`config.mk`:
```
export PLATFORM = sky130hd
export DESIGN_NAME = channel_range_list_to_mask
export DESIGN_NICKNAME = d
export VERILOG_FILES = /design/src/design/clrm_pkg.sv /design/src/design/clrm_front.sv /design/src/design/clrm_queue.sv /design/src/design/clrm_back.sv /design/src/design/channel_range_list_to_mask.sv
export VERILOG_INCLUDE_DIRS = /design/src /design/src/design
export SDC_FILE = /design/constraint.sdc
export NUM_CORES = 1
export LEC_CHECK = 0
export BUFFER_PORTS_ARGS = -buffer_cell sky130_fd_sc_hd__buf_2
export CAP_MARGIN = 20
export CORE_MARGIN = 2
export CORE_UTILIZATION = 50
export DETAILED_ROUTE_END_ITERATION = 6
export PLACE_DENSITY = 0.74
export SYNTH_ARGS = -nofsm -noshare
export SYNTH_HDL_FRONTEND = slang
export SYNTH_SLANG_ARGS = --single-unit
```
`constraint.sdc`:
```
create_clock -name clock -period 5.8 [get_ports clock]
set_input_delay 0.58 -clock clock [delete_from_list [all_inputs] [get_ports clock]]
set_output_delay 0.58 -clock clock [all_outputs]
set_load 0.01 [all_outputs]
```
`src/design/channel_range_list_to_mask_assert.svh`:
```
// assertion macros for the channel range list parser
`ifndef CHANNEL_RANGE_LIST_TO_MASK_ASSERT_SVH
`define CHANNEL_RANGE_LIST_TO_MASK_ASSERT_SVH

`ifndef NO_ASSERTIONS

// same-cycle implication, off while reset is high
`define CLRM_ASSERT_IMPL(label, clk, rst, ante, cons) \
   label: assert property (@(posedge clk) disable iff (rst) (ante) |-> (cons)) \
      else $error("assertion failed");

// next-cycle implication, checked during reset too
`define CLRM_ASSERT_NEXT(label, clk, ante, cons) \
   label: assert property (@(posedge clk) (ante) |=> (cons)) \
      else $error("assertion failed");

`else

`define CLRM_ASSERT_IMPL(label, clk, rst, ante, cons)
`define CLRM_ASSERT_NEXT(label, clk, ante, cons)

`endif

`endif

```
`src/design/clrm_pkg.sv`:
```
`default_nettype none

package clrm_pkg;

   localparam int MAX_CHANNELS_DEFAULT = 64;

   localparam int CHAR_W   = 8;
   localparam int MASK_W   = 64;
   localparam int STATUS_W = 3;
   localparam int ACC_W    = 7;
   localparam int IDX_W    = 6;
   localparam int DIGIT_W  = 4;

   localparam int QUEUE_DEPTH = 2;
   localparam int QUEUE_PTR_W = (QUEUE_DEPTH > 1) ? $clog2(QUEUE_DEPTH) : 1;
   localparam int QUEUE_CNT_W = $clog2(QUEUE_DEPTH + 1);

   typedef enum logic [2:0] {
      CLS_END,
      CLS_BLANK,
      CLS_DIGIT,
      CLS_HYPHEN,
      CLS_COMMA,
      CLS_OTHER
   } char_class_type;

   typedef enum logic [STATUS_W-1:0] {
      ST_OK        = 3'd0,
      ST_DIGIT     = 3'd1,
      ST_RANGE     = 3'd2,
      ST_HYPHEN    = 3'd3,
      ST_SEPARATOR = 3'd4
   } status_type;

   typedef struct packed {
      char_class_type      cls;
      logic [DIGIT_W-1:0]  digit;
   } char_item_type;

endpackage

`default_nettype wire

```
`src/design/clrm_front.sv`:
```
`default_nettype none

module clrm_front (
   input  wire logic                          clock,
   input  wire logic                          reset,
   input  wire logic                          req_valid,
   output logic                               req_ready,
   input  wire logic [clrm_pkg::CHAR_W-1:0]   req_character,
   output logic                               item_valid,
   input  wire logic                          item_ready,
   output clrm_pkg::char_item_type            item
);

   localparam logic [clrm_pkg::CHAR_W-1:0] CHAR_NUL    = 8'd0;
   localparam logic [clrm_pkg::CHAR_W-1:0] CHAR_SPACE  = 8'd32;
   localparam logic [clrm_pkg::CHAR_W-1:0] CHAR_TAB    = 8'd9;
   localparam logic [clrm_pkg::CHAR_W-1:0] CHAR_CR     = 8'd13;
   localparam logic [clrm_pkg::CHAR_W-1:0] CHAR_ZERO   = 8'd48;
   localparam logic [clrm_pkg::CHAR_W-1:0] CHAR_NINE   = 8'd57;
   localparam logic [clrm_pkg::CHAR_W-1:0] CHAR_HYPHEN = 8'd45;
   localparam logic [clrm_pkg::CHAR_W-1:0] CHAR_COMMA  = 8'd44;

   logic                      valid_ff, valid_in;
   clrm_pkg::char_item_type   item_ff, item_in;
   clrm_pkg::char_item_type   cls_item;
   logic [clrm_pkg::CHAR_W-1:0] digit_full;

   assign digit_full = req_character - CHAR_ZERO;

   always_comb begin
      cls_item.digit = digit_full[clrm_pkg::DIGIT_W-1:0];
      priority if (req_character == CHAR_NUL) begin
         cls_item.cls = clrm_pkg::CLS_END;
      end else if (req_character == CHAR_SPACE ||
                   (req_character >= CHAR_TAB && req_character <= CHAR_CR)) begin
         cls_item.cls = clrm_pkg::CLS_BLANK;
      end else if (req_character >= CHAR_ZERO && req_character <= CHAR_NINE) begin
         cls_item.cls = clrm_pkg::CLS_DIGIT;
      end else if (req_character == CHAR_HYPHEN) begin
         cls_item.cls = clrm_pkg::CLS_HYPHEN;
      end else if (req_character == CHAR_COMMA) begin
         cls_item.cls = clrm_pkg::CLS_COMMA;
      end else begin
         cls_item.cls = clrm_pkg::CLS_OTHER;
      end
   end

   assign req_ready = !valid_ff || item_ready;

   always_comb begin
      valid_in = valid_ff;
      item_in  = item_ff;
      if (valid_ff && item_ready) begin
         valid_in = 1'b0;
      end
      if (req_valid && req_ready) begin
         valid_in = 1'b1;
         item_in  = cls_item;
      end
   end

   always_ff @(posedge clock) begin
      if (reset) begin
         valid_ff <= 1'b0;
      end else begin
         valid_ff <= valid_in;
      end
      item_ff <= item_in;
   end

   assign item_valid = valid_ff;
   assign item       = item_ff;

endmodule

`default_nettype wire

```
`src/design/clrm_queue.sv`:
```
`default_nettype none

module clrm_queue (
   input  wire logic                      clock,
   input  wire logic                      reset,
   input  wire logic                      push_valid,
   output logic                           push_ready,
   input  wire clrm_pkg::char_item_type   push_item,
   output logic                           pop_valid,
   input  wire logic                      pop_ready,
   output clrm_pkg::char_item_type        pop_item
);

   localparam int PW = clrm_pkg::QUEUE_PTR_W;
   localparam int CW = clrm_pkg::QUEUE_CNT_W;
   localparam logic [PW-1:0] LAST_PTR = PW'(clrm_pkg::QUEUE_DEPTH - 1);
   localparam logic [CW-1:0] FULL_CNT = CW'(clrm_pkg::QUEUE_DEPTH);

   clrm_pkg::char_item_type entry_ff [clrm_pkg::QUEUE_DEPTH];
   logic [PW-1:0] wr_ptr_ff, wr_ptr_in;
   logic [PW-1:0] rd_ptr_ff, rd_ptr_in;
   logic [CW-1:0] count_ff, count_in;
   logic          do_push, do_pop;

   assign push_ready = (count_ff != FULL_CNT);
   assign pop_valid  = (count_ff != '0);
   assign pop_item   = entry_ff[rd_ptr_ff];

   assign do_push = push_valid && push_ready;
   assign do_pop  = pop_valid && pop_ready;

   always_comb begin
      wr_ptr_in = wr_ptr_ff;
      rd_ptr_in = rd_ptr_ff;
      count_in  = count_ff;
      if (do_push) begin
         wr_ptr_in = (wr_ptr_ff == LAST_PTR) ? '0 : wr_ptr_ff + PW'(1);
      end
      if (do_pop) begin
         rd_ptr_in = (rd_ptr_ff == LAST_PTR) ? '0 : rd_ptr_ff + PW'(1);
      end
      unique case ({do_push, do_pop})
         2'b10:   count_in = count_ff + CW'(1);
         2'b01:   count_in = count_ff - CW'(1);
         default: count_in = count_ff;
      endcase
   end

   always_ff @(posedge clock) begin
      if (reset) begin
         wr_ptr_ff <= '0;
         rd_ptr_ff <= '0;
         count_ff  <= '0;
      end else begin
         wr_ptr_ff <= wr_ptr_in;
         rd_ptr_ff <= rd_ptr_in;
         count_ff  <= count_in;
      end
      if (do_push) begin
         entry_ff[wr_ptr_ff] <= push_item;
      end
   end

endmodule

`default_nettype wire

```
`src/design/clrm_back.sv`:
```
`default_nettype none

module clrm_back #(
   parameter int MAX_CHANNELS = clrm_pkg::MAX_CHANNELS_DEFAULT
) (
   input  wire logic                            clock,
   input  wire logic                            reset,
   input  wire logic                            item_valid,
   output logic                                 item_ready,
   input  wire clrm_pkg::char_item_type         item,
   output logic                                 rsp_valid,
   input  wire logic                            rsp_ready,
   output logic [clrm_pkg::MASK_W-1:0]          rsp_channel_mask,
   output logic [clrm_pkg::STATUS_W-1:0]        rsp_status
);

   localparam int AW = clrm_pkg::ACC_W;
   localparam int IW = clrm_pkg::IDX_W;
   localparam int VW = 10;
   localparam logic [VW-1:0] MAX_V = VW'(MAX_CHANNELS);

   typedef enum logic [1:0] {
      PH_EXPECT,
      PH_SPACED,
      PH_NUMBER,
      PH_AFTER
   } phase_type;

   phase_type                     phase_ff, phase_in;
   logic [AW-1:0]                 acc_ff, acc_in;
   logic                          ovf_ff, ovf_in;
   logic                          range_open_ff, range_open_in;
   logic [IW-1:0]                 range_low_ff, range_low_in;
   logic [MAX_CHANNELS-1:0]       mask_ff, mask_in;
   clrm_pkg::status_type          err_ff, err_in;
   logic                          rsp_valid_ff, rsp_valid_in;
   logic [clrm_pkg::MASK_W-1:0]   rsp_mask_ff, rsp_mask_in;
   clrm_pkg::status_type          rsp_status_ff, rsp_status_in;

   logic [AW-1:0]                 acc_m1;
   logic [IW-1:0]                 hi_raw, lo_raw, span_lo, span_hi;
   logic [MAX_CHANNELS-1:0]       span_mask, closed_mask;
   logic                          number_ok;
   logic [VW-1:0]                 digit_v, next_v;
   logic                          out_free;
   clrm_pkg::status_type          end_err;
   logic [MAX_CHANNELS-1:0]       end_mask;

   // range covered by the finished number, swapped when reversed
   assign acc_m1  = acc_ff - AW'(1);
   assign hi_raw  = acc_m1[IW-1:0];
   assign lo_raw  = range_open_ff ? range_low_ff : hi_raw;
   assign span_lo = (lo_raw > hi_raw) ? hi_raw : lo_raw;
   assign span_hi = (lo_raw > hi_raw) ? lo_raw : hi_raw;

   always_comb begin
      for (int i = 0; i < MAX_CHANNELS; i++) begin
         span_mask[i] = (IW'(i) >= span_lo) && (IW'(i) <= span_hi);
      end
   end

   assign closed_mask = mask_ff | span_mask;
   assign number_ok   = !ovf_ff && (acc_ff != '0);

   // acc * 10 + digit as shifts
   assign digit_v = VW'(item.digit);
   assign next_v  = (VW'(acc_ff) << 3) + (VW'(acc_ff) << 1) + digit_v;

   assign out_free = !rsp_valid_ff || rsp_ready;

   always_comb begin
      end_err  = err_ff;
      end_mask = mask_ff;
      if (err_ff == clrm_pkg::ST_OK) begin
         unique case (phase_ff)
            PH_SPACED: end_err = clrm_pkg::ST_DIGIT;
            PH_NUMBER, PH_AFTER: begin
               if (number_ok) begin
                  end_mask = closed_mask;
               end else begin
                  end_err = clrm_pkg::ST_RANGE;
               end
            end
            default: end_err = err_ff;
         endcase
      end
   end

   always_comb begin
      phase_in      = phase_ff;
      acc_in        = acc_ff;
      ovf_in        = ovf_ff;
      range_open_in = range_open_ff;
      range_low_in  = range_low_ff;
      mask_in       = mask_ff;
      err_in        = err_ff;
      rsp_valid_in  = rsp_valid_ff;
      rsp_mask_in   = rsp_mask_ff;
      rsp_status_in = rsp_status_ff;
      item_ready    = 1'b0;

      if (rsp_valid_ff && rsp_ready) begin
         rsp_valid_in = 1'b0;
      end

      if (item_valid) begin
         if (item.cls == clrm_pkg::CLS_END) begin
            // terminator waits until the output register is free
            if (out_free) begin
               item_ready    = 1'b1;
               rsp_valid_in  = 1'b1;
               rsp_mask_in   = (end_err == clrm_pkg::ST_OK) ?
                               clrm_pkg::MASK_W'(end_mask) : '0;
               rsp_status_in = end_err;
               phase_in      = PH_EXPECT;
               acc_in        = '0;
               ovf_in        = 1'b0;
               range_open_in = 1'b0;
               range_low_in  = '0;
               mask_in       = '0;
               err_in        = clrm_pkg::ST_OK;
            end
         end else begin
            item_ready = 1'b1;
            if (err_ff == clrm_pkg::ST_OK) begin
               priority if (phase_ff == PH_EXPECT || phase_ff == PH_SPACED) begin
                  unique case (item.cls)
                     clrm_pkg::CLS_BLANK: phase_in = PH_SPACED;
                     clrm_pkg::CLS_DIGIT: begin
                        acc_in   = AW'(item.digit);
                        ovf_in   = digit_v > MAX_V;
                        phase_in = PH_NUMBER;
                     end
                     default: err_in = clrm_pkg::ST_DIGIT;
                  endcase
               end else if (phase_ff == PH_NUMBER && item.cls == clrm_pkg::CLS_DIGIT) begin
                  if (!ovf_ff) begin
                     if (next_v > MAX_V) begin
                        ovf_in = 1'b1;
                     end else begin
                        acc_in = next_v[AW-1:0];
                     end
                  end
               end else if (item.cls == clrm_pkg::CLS_BLANK) begin
                  phase_in = PH_AFTER;
               end else if (!number_ok) begin
                  err_in = clrm_pkg::ST_RANGE;
               end else begin
                  unique case (item.cls)
                     clrm_pkg::CLS_HYPHEN: begin
                        if (range_open_ff) begin
                           err_in = clrm_pkg::ST_HYPHEN;
                        end else begin
                           range_open_in = 1'b1;
                           range_low_in  = hi_raw;
                           phase_in      = PH_EXPECT;
                        end
                     end
                     clrm_pkg::CLS_COMMA: begin
                        mask_in       = closed_mask;
                        range_open_in = 1'b0;
                        range_low_in  = '0;
                        phase_in      = PH_EXPECT;
                     end
                     default: err_in = clrm_pkg::ST_SEPARATOR;
                  endcase
               end
            end
         end
      end
   end

   always_ff @(posedge clock) begin
      if (reset) begin
         phase_ff      <= PH_EXPECT;
         acc_ff        <= '0;
         ovf_ff        <= 1'b0;
         range_open_ff <= 1'b0;
         range_low_ff  <= '0;
         mask_ff       <= '0;
         err_ff        <= clrm_pkg::ST_OK;
         rsp_valid_ff  <= 1'b0;
      end else begin
         phase_ff      <= phase_in;
         acc_ff        <= acc_in;
         ovf_ff        <= ovf_in;
         range_open_ff <= range_open_in;
         range_low_ff  <= range_low_in;
         mask_ff       <= mask_in;
         err_ff        <= err_in;
         rsp_valid_ff  <= rsp_valid_in;
      end
      rsp_mask_ff   <= rsp_mask_in;
      rsp_status_ff <= rsp_status_in;
   end

   assign rsp_valid        = rsp_valid_ff;
   assign rsp_channel_mask = rsp_mask_ff;
   assign rsp_status       = rsp_status_ff;

endmodule

`default_nettype wire

```
`src/design/channel_range_list_to_mask.sv`:
```
// one character item accepted per cycle, sustained unless a waiting result backs up the queue
// the result for a list passes, once its zero byte is accepted, through the
// classifier register, then a two-entry queue, then the parser's output register
// a waiting result stalls the parser only at a zero byte; the front keeps filling the queue until it is full
// synchronous active-high reset empties the queue and starts a fresh list
`default_nettype none

`include "channel_range_list_to_mask_assert.svh"

module channel_range_list_to_mask #(
   parameter int MAX_CHANNELS = clrm_pkg::MAX_CHANNELS_DEFAULT
) (
   input  wire logic                          clock,
   input  wire logic                          reset,
   input  wire logic                          req_valid,
   output logic                               req_ready,
   input  wire logic [clrm_pkg::CHAR_W-1:0]   req_character,
   output logic                               rsp_valid,
   input  wire logic                          rsp_ready,
   output logic [clrm_pkg::MASK_W-1:0]        rsp_channel_mask,
   output logic [clrm_pkg::STATUS_W-1:0]      rsp_status
);

   logic                      front_valid, front_ready;
   clrm_pkg::char_item_type   front_item;
   logic                      queue_valid, queue_ready;
   clrm_pkg::char_item_type   queue_item;

   clrm_front u_front (
      .clock         (clock),
      .reset         (reset),
      .req_valid     (req_valid),
      .req_ready     (req_ready),
      .req_character (req_character),
      .item_valid    (front_valid),
      .item_ready    (front_ready),
      .item          (front_item)
   );

   clrm_queue u_queue (
      .clock      (clock),
      .reset      (reset),
      .push_valid (front_valid),
      .push_ready (front_ready),
      .push_item  (front_item),
      .pop_valid  (queue_valid),
      .pop_ready  (queue_ready),
      .pop_item   (queue_item)
   );

   clrm_back #(
      .MAX_CHANNELS (MAX_CHANNELS)
   ) u_back (
      .clock            (clock),
      .reset            (reset),
      .item_valid       (queue_valid),
      .item_ready       (queue_ready),
      .item             (queue_item),
      .rsp_valid        (rsp_valid),
      .rsp_ready        (rsp_ready),
      .rsp_channel_mask (rsp_channel_mask),
      .rsp_status       (rsp_status)
   );

   // an error result never carries mask bits
   `CLRM_ASSERT_IMPL(a_err_mask_zero, clock, reset, rsp_valid && rsp_status != clrm_pkg::ST_OK, rsp_channel_mask == '0)
   `CLRM_ASSERT_IMPL(a_status_legal, clock, reset, rsp_valid, rsp_status <= clrm_pkg::ST_SEPARATOR)
   // no channel beyond the configured count
   `CLRM_ASSERT_IMPL(a_mask_in_range, clock, reset, rsp_valid, (rsp_channel_mask >> MAX_CHANNELS) == '0)
   `CLRM_ASSERT_NEXT(a_reset_no_rsp, clock, reset, !rsp_valid)

endmodule

`default_nettype wire

```
* After elaboration in Yosys (flattened, before gate mapping) *
Memories as Yosys holds them, arrays and structs flattened. A register that Yosys moved wholly into a read port is not among the register bits.
Cells that the tools add are included.

word-level totals
  flip-flop bits (word level) = 164
  bits in latches = 0
  bits in writable memories = 14
  bits in read-only memories = 0
  bits of input ports = 12
  output and inout port bits = 69
  word-level logic and storage cells = 384
  memories = 1

operators by class
  add/sub/neg operators = 8
  $mul = 0
  div/mod/pow operators = 0
  magnitude comparators = 135
  equal/unequal tests = 27
  shifts and indexed selects = 0
  muxes and demuxes = 88
  bitwise gates (word level) = 1
  reduce and logical (&&, ||, !) cells = 106

memories
  name              depth  bits a word  rd ports  clocked after Yosys merged registers in  wr ports  line              text
  u_queue.entry_ff  2      7            1         1                                        1         clrm_queue.sv:19  clrm_pkg::char_item_type entry_ff [clrm_pkg::QUEUE_DEPTH];

operators by type and width
  cell                  count
  $mux W64              11
  $ge A6 B6 Y1 const A  32
  $le A6 B6 Y1 const A  32
  $ge A5 B6 Y1 const A  16
  $le A5 B6 Y1 const A  16
  $logic_and A1 B1 Y1   72
  $or A64 B64 Y64       1
  $mux W6               10
  $mux W7               8
  $ge A4 B6 Y1 const A  8
  $le A4 B6 Y1 const A  8
  $mux W3               11
  $reduce_and A8 Y1     4
  $mux W1               31
  $eq A8 B6 Y1 const B  3
  $ge A3 B6 Y1 const A  4
  $le A3 B6 Y1 const A  4
  $mux W2               10
  $ge A1 B6 Y1 const A  2
  $ge A2 B6 Y1 const A  2
  $le A1 B6 Y1 const A  2
  $le A2 B6 Y1 const A  2
  $pmux W2 S2           3
  $pmux W3 S2           2
  other kinds (45)      71

* Logic depth before layout (Yosys ltp) *
  depth in word-level cells = 14
  gate-level depth with buffers = 17
  gate-level depth less buffers = 13

* Modules after synthesis *
Synthesis repeated with hierarchy kept, for this count alone.

second synthesis, totals
  cells, all modules = 1,025
  area, all modules = 9,743.1 um^2

modules (own cells, without submodules)
  module      instances  cells an instance  area an instance (um^2)  sequential area each (um^2)
  clrm_back   1          947                8,637.0                  3,713.6
  clrm_queue  1          46                 725.7                    520.5
  clrm_front  1          32                 380.4                    230.2

* Worst setup path before layout *
OpenSTA, ideal clock, no wires.

  path kind = reg2reg
  start = reg u_back.acc_ff[0]
  end = reg u_back.rsp_mask_ff, in the netlist u_back.rsp_channel_mask[23] (data pin)
  library setup time = 0.266 ns
  arrival time = 3.624 ns
  required time = 5.534 ns
  setup slack = 1.910 ns
  cell stages (with the launch flop) = 17
  path buffers = 3
  period minus slack after synthesis = 3.890 ns
  cells stage by stage = dfxtp_1 -> buf_6 -> inv_1 -> ha_1 -> nor3b_4 -> mux2_2 -> nor2_4 -> ha_1 -> o21a_1 -> nand2_1 -> a31o_4 -> buf_6 -> clkbuf_1 -> mux2i_1 -> nand3_1 -> a41oi_1 -> nor2_1

on the way
  cells in the longest elaborated chain, start to end = 10
  elaborated cells between the ends (all ways) = 18
  those cells by class = add/sub (1); order compare (3); mux (9); bitwise (1); reduce/logical (4)

RTL lines
  what                                                 line                              text
  start, declared                                      clrm_back.sv:30                   logic [AW-1:0] acc_ff, acc_in;
  start signal, assigned                               clrm_back.sv:185                  acc_ff <= acc_in;
  $sub A6 B1 Y6                                        clrm_back.sv:50                   assign acc_m1 = acc_ff - AW'(1);
  $mux W6                                              clrm_back.sv:52                   assign lo_raw = range_open_ff ? range_low_ff : hi_raw;
  $gt A6 B6 Y1                                         clrm_back.sv:53, clrm_back.sv:54
  $mux W6, on equally long branches                    clrm_back.sv:53, clrm_back.sv:54
  $ge A5 B6 Y1 / $le A5 B6 Y1 (equally long branches)  clrm_back.sv:58                   span_mask[i] = (IW'(i) >= span_lo) && (IW'(i) <= span_hi);
  $logic_and A1 B1 Y1                                  clrm_back.sv:58
  $or A64 B64 Y64                                      clrm_back.sv:62                   assign closed_mask = mask_ff | span_mask;
  $mux W64                                             clrm_back.sv:78                   if (number_ok) begin
  $mux W64                                             clrm_back.sv:75                   unique case (phase_ff)
  $mux W64                                             clrm_back.sv:74                   if (err_ff == clrm_pkg::ST_OK) begin
  end signal, assigned                                 clrm_back.sv:193                  rsp_mask_ff <= rsp_mask_in;
  end, declared                                        clrm_back.sv:37                   logic [clrm_pkg::MASK_W-1:0] rsp_mask_ff, rsp_mask_in;

Several ways; a longest one is shown, not always the timed one.
A chain may end at the register's enable or synchronous reset.

* Final worst setup path *
  start = reg u_back.acc_ff[0]
  end = reg u_back.rsp_mask_ff, in the netlist u_back.rsp_channel_mask[17] (data pin)

Same word-level chain as after synthesis.

==> run_results.csv <==
group,metric,value,unit
global_routing,grt-ovfl-total,0,
cells_and_area,num_antenna_cells,0,
global_routing,grt_util_all_layers,27.4,%
cells_and_area,fin_nets,1104,
setup_path,criticalPathCategory,"reg2reg",
setup_path,cp-startpoint,"u_back.acc_ff[0]",
drt,drcViolationCount,0,
power_and_ir_drop,leakagePower,0.00412,uW
setup_path,rrSetupSlack,800,ps
synth,synth.cell_area,9750,um^2
global_routing,grt_first_pass_wirelength,43200,um
floorplanning,initial_core_util,50.6,%
floorplanning,dieHeight,144,um
drt,wl_per_cell,20.6,um
setup_path,crit_fanout,31,
floorplanning,die_area,20600,um^2
run_status,outcome,"completed",
setup_path,cp-endpoint,"u_back.rsp_channel_mask[17]",
synth,yosysUniqueCellTypes,92,
clocking,clock_latency,440,ps
synth,synth_edf_count,88,
timing,maxSlewViolCount,0,
synth,synth_ff_type,"dfxtp_1",
floorplanning,io_pins,81,
global_routing,antenna_found_initial,0,
setup_path,startpoint_type,"flop",
cells_and_area,final_layout_size_suffix_gt1_share,18.5,%
power_and_ir_drop,ir_drop,264,uV
setup_path,r2r_end,"u_back.rsp_channel_mask[17]",
global_routing,grt_max_degree,69,
drt,drtIter0Drc,818,
clocking,cts_hold_buf,0,
clocking,cts_tree,"built",
power_and_ir_drop,cellPowerDensity,411,nW/um^2
synth,synth_area_per_cell,9.65,um^2
global_routing,grt_pass1_vias,7783,
floorplanning,die_width,144,um
clocking,cts_max_level,4,
timing,setup_viol_count_final,0,
setup_path,r2r_cells,13,
timing,timing.final.crit_period,5000,ps
timing,rsz0062_at_grt,"false",
cells_and_area,fill_cells,1768,
clocking,clk_pin_slew,70,ps
synth,synth_seq_cells,179,
setup_path,worstPathRequired,6110,ps
synth,syn-num-nets,1046,
setup_path,r2r_start,"u_back.acc_ff[0]",
clocking,cts.repair.resized,0,
drt,drt-total-wl,27800,um
worst_hold_path,hold_path.class,"in2reg",
timing,skew,11.6,ps
timing,finalHoldViolCount,0,
cells_and_area,area_delta_synth_final,11.6,%
timing,slew_headroom,31.7,%
place,gp_congestion,1.01,
place,post-place-ws,953,ps
drt,first_pass_iters,5,
clocking,cts_inserted_buffers,17,
synth,async_flop_share,0,%
timing,fmax,0.200,GHz
setup_path,worstSetupEndpointType,"flop",
drt,vias,8392,
floorplanning,num_rows,51,
timing,tightest_slew,1020,ps
timing,setup_tns,0,ps
synth,yosysWarnings,0,
synth,ys_seq_area_share,45.8,%
synth,syn_inst,1010,
timing,fin_ws,803,ps
drt,postRouteAntennaNets,0,
timing,min_period_over_period,86.2,%
flow_run,cap_violations,0,
place,port-buffer-count,80,
place,dp_hpwl,19600,um
clocking,root_buffer,"clkbuf_16",
drt,viasPerCell,6.23,
clocking,clk_path_buf_depth,2,
floorplanning,core,19300,um^2
clocking,post_cts_buffers,0,
setup_path,critical_path_arrival,5300,ps
clocking,cts_num_sinks,179,
report_power, final:
| group | switching (uW) | total [uW] | internal [uW] |
|---|---|---|---|
| Combinational | 1310 | 1900 | 594 |
| Clock | 526 | 1170 | 645 |
| Sequential | 38.4 | 1400 | 1360 |
placed cells by master, fill, tap and decap left out, types with 6 or more instances in the layout:
master / synthesis / final
nand3_1: 21 / 21
a22o_1: 17 / 17
a21oi_1: 71 / 71
clkbuf_16: 0 / 17
ha_1: 22 / 22
a41oi_1: 8 / 8
nand2_1: 84 / 84
o211ai_1: 11 / 11
xnor2_1: 6 / 6
nor4_1: 6 / 6
buf_4: 5 / 15
nor2b_1: 10 / 10
a32o_1: 19 / 19
o21ai_0: 70 / 70
edfxtp_1: 88 / 88
dfxtp_1: 91 / 91
mux2i_1: 27 / 27
nor2_1: 124 / 123
nor3_1: 26 / 25
or2_2: 7 / 7
inv_1: 21 / 21
nand2b_1: 13 / 13
o21a_1: 8 / 8
buf_2: 16 / 80
mux2_2: 20 / 20
a31oi_1: 41 / 41
or3_1: 6 / 6
nand4_1: 7 / 7
cell usage after synthesis (6+ instances only):
| master | n | area share (%) |
|---|---|---|
| and3_1 | 6 | 0.39 |
| nand4_1 | 7 | 0.45 |
| o21ai_0 | 70 | 3.6 |
| dfxtp_1 | 91 | 19 |
| edfxtp_1 | 88 | 27 |
| nand2_1 | 84 | 3.2 |
| a21oi_1 | 71 | 3.6 |
| nor2b_1 | 10 | 0.64 |
| nor4_1 | 6 | 0.39 |
| or2_2 | 7 | 0.45 |
| nor2_1 | 124 | 4.8 |
| nand2b_1 | 13 | 0.83 |
| a32o_1 | 19 | 2.0 |
| mux2_2 | 20 | 2.3 |
| nand3_1 | 21 | 1.1 |
| or3_1 | 6 | 0.39 |
| nor3_1 | 26 | 1.3 |
| xnor2_1 | 6 | 0.54 |
| a31oi_1 | 41 | 2.6 |
| a41oi_1 | 8 | 0.72 |
| mux2i_1 | 27 | 2.8 |
| o211ai_1 | 11 | 0.85 |
| buf_2 | 16 | 0.82 |
| buf_6 | 7 | 0.81 |
| a22o_1 | 17 | 1.5 |
| o21a_1 | 8 | 0.62 |
| inv_1 | 21 | 0.81 |
| clkbuf_1 | 27 | 1.0 |
| ha_1 | 22 | 2.8 |
worst min-delay path by stage:
stage	from	endpoint	slack (ps)	cells after the start
after floorplan	u_front.item[0]	u_queue.entry_ff[0][0]	420	0
after global placement	u_front.item[3]	u_queue.entry_ff[0][3]	430	0
after detailed placement	u_front.item[0]	u_queue.entry_ff[0][0]	430	0
after CTS	req_character[0]	u_front.item[0]	370	1
after global routing	req_character[0]	u_front.item[0]	370	1
final	req_character[0]	u_front.item[0]	380	1
state kept, by name, indices dropped and copies added (netlist names), named ones only:
signal / count
u_back.mask_ff: 64
u_back.rsp_channel_mask: 64
u_queue.entry_ff: 14
u_back.acc_ff: 7
u_front.item: 7
u_back.range_low_ff: 6
u_back.err_ff: 3
u_back.rsp_status: 3
u_back.phase_ff: 2
u_queue.count_ff: 2
u_back.ovf_ff: 1
u_back.range_open_ff: 1
u_back.rsp_valid: 1
u_front.item_valid: 1
u_queue.rd_ptr_ff: 1
u_queue.wr_ptr_ff: 1
metal layers:
| layer | wire length [um] | global-route usage [%] |
|---|---|---|
| met3 | 1830 | 5.26 |
| met2 | 12700 | 43.3 |
| met4 | 790 | 9.49 |
| met5 | 0 | 0 |
| met1 | 12400 | 37.8 |
cells by family (layout without fill, tap and decap cells):
logic type      Yosys count  after routing  synth area share, %
compound gates          313            313                 22.1
fa+ha+maj                24             24                 3.23
buf+inv                  82            153                 4.15
simple gates            346            346                 17.3
flops                   179            179                 45.8
xor+xnor                 10             10                 1.05
mux                      56             56                 6.44
metrics by stage:
stage	power [uW]	util [%]	hold slack [ps]	area (um^2)	cells
2_1_floorplan	2850	-	421	9750	1010
3_3_place_gp	3270	53.5	426	10300	1314
3_5_place_dp	3270	53.5	434	10300	1314
4_1_cts	4430	56.5	366	10900	1346
5_1_grt	4640	56.5	375	10900	1346
6_report	4480	56.5	378	10900	1346
worst max-delay path, stage by stage, from the launching register on:
cell,delay [ps]
dfxtp_1,630
inv_1,210
ha_1,290
xor2_2,200
mux2i_2,480
inv_2,170
ha_1,310
nand4_1,140
nor2_1,330
a31o_4,470
mux2_2,600
o21a_1,200
a2111oi_2,610
a22o_1,210
cell type report:
class                      count  area, um^2  share of cell area [%]
multi-input combinational    749        4890                    44.9
timing repair buffer          95         513                    4.71
inverter                      26         103                   0.943
clock inverter                12         145                    1.33
sequential                   179        4460                    41.0
clock buffer                  20         437                    4.01
tap                          265         332                    3.05
Note: power is estimated with default switching activity, not from simulation.
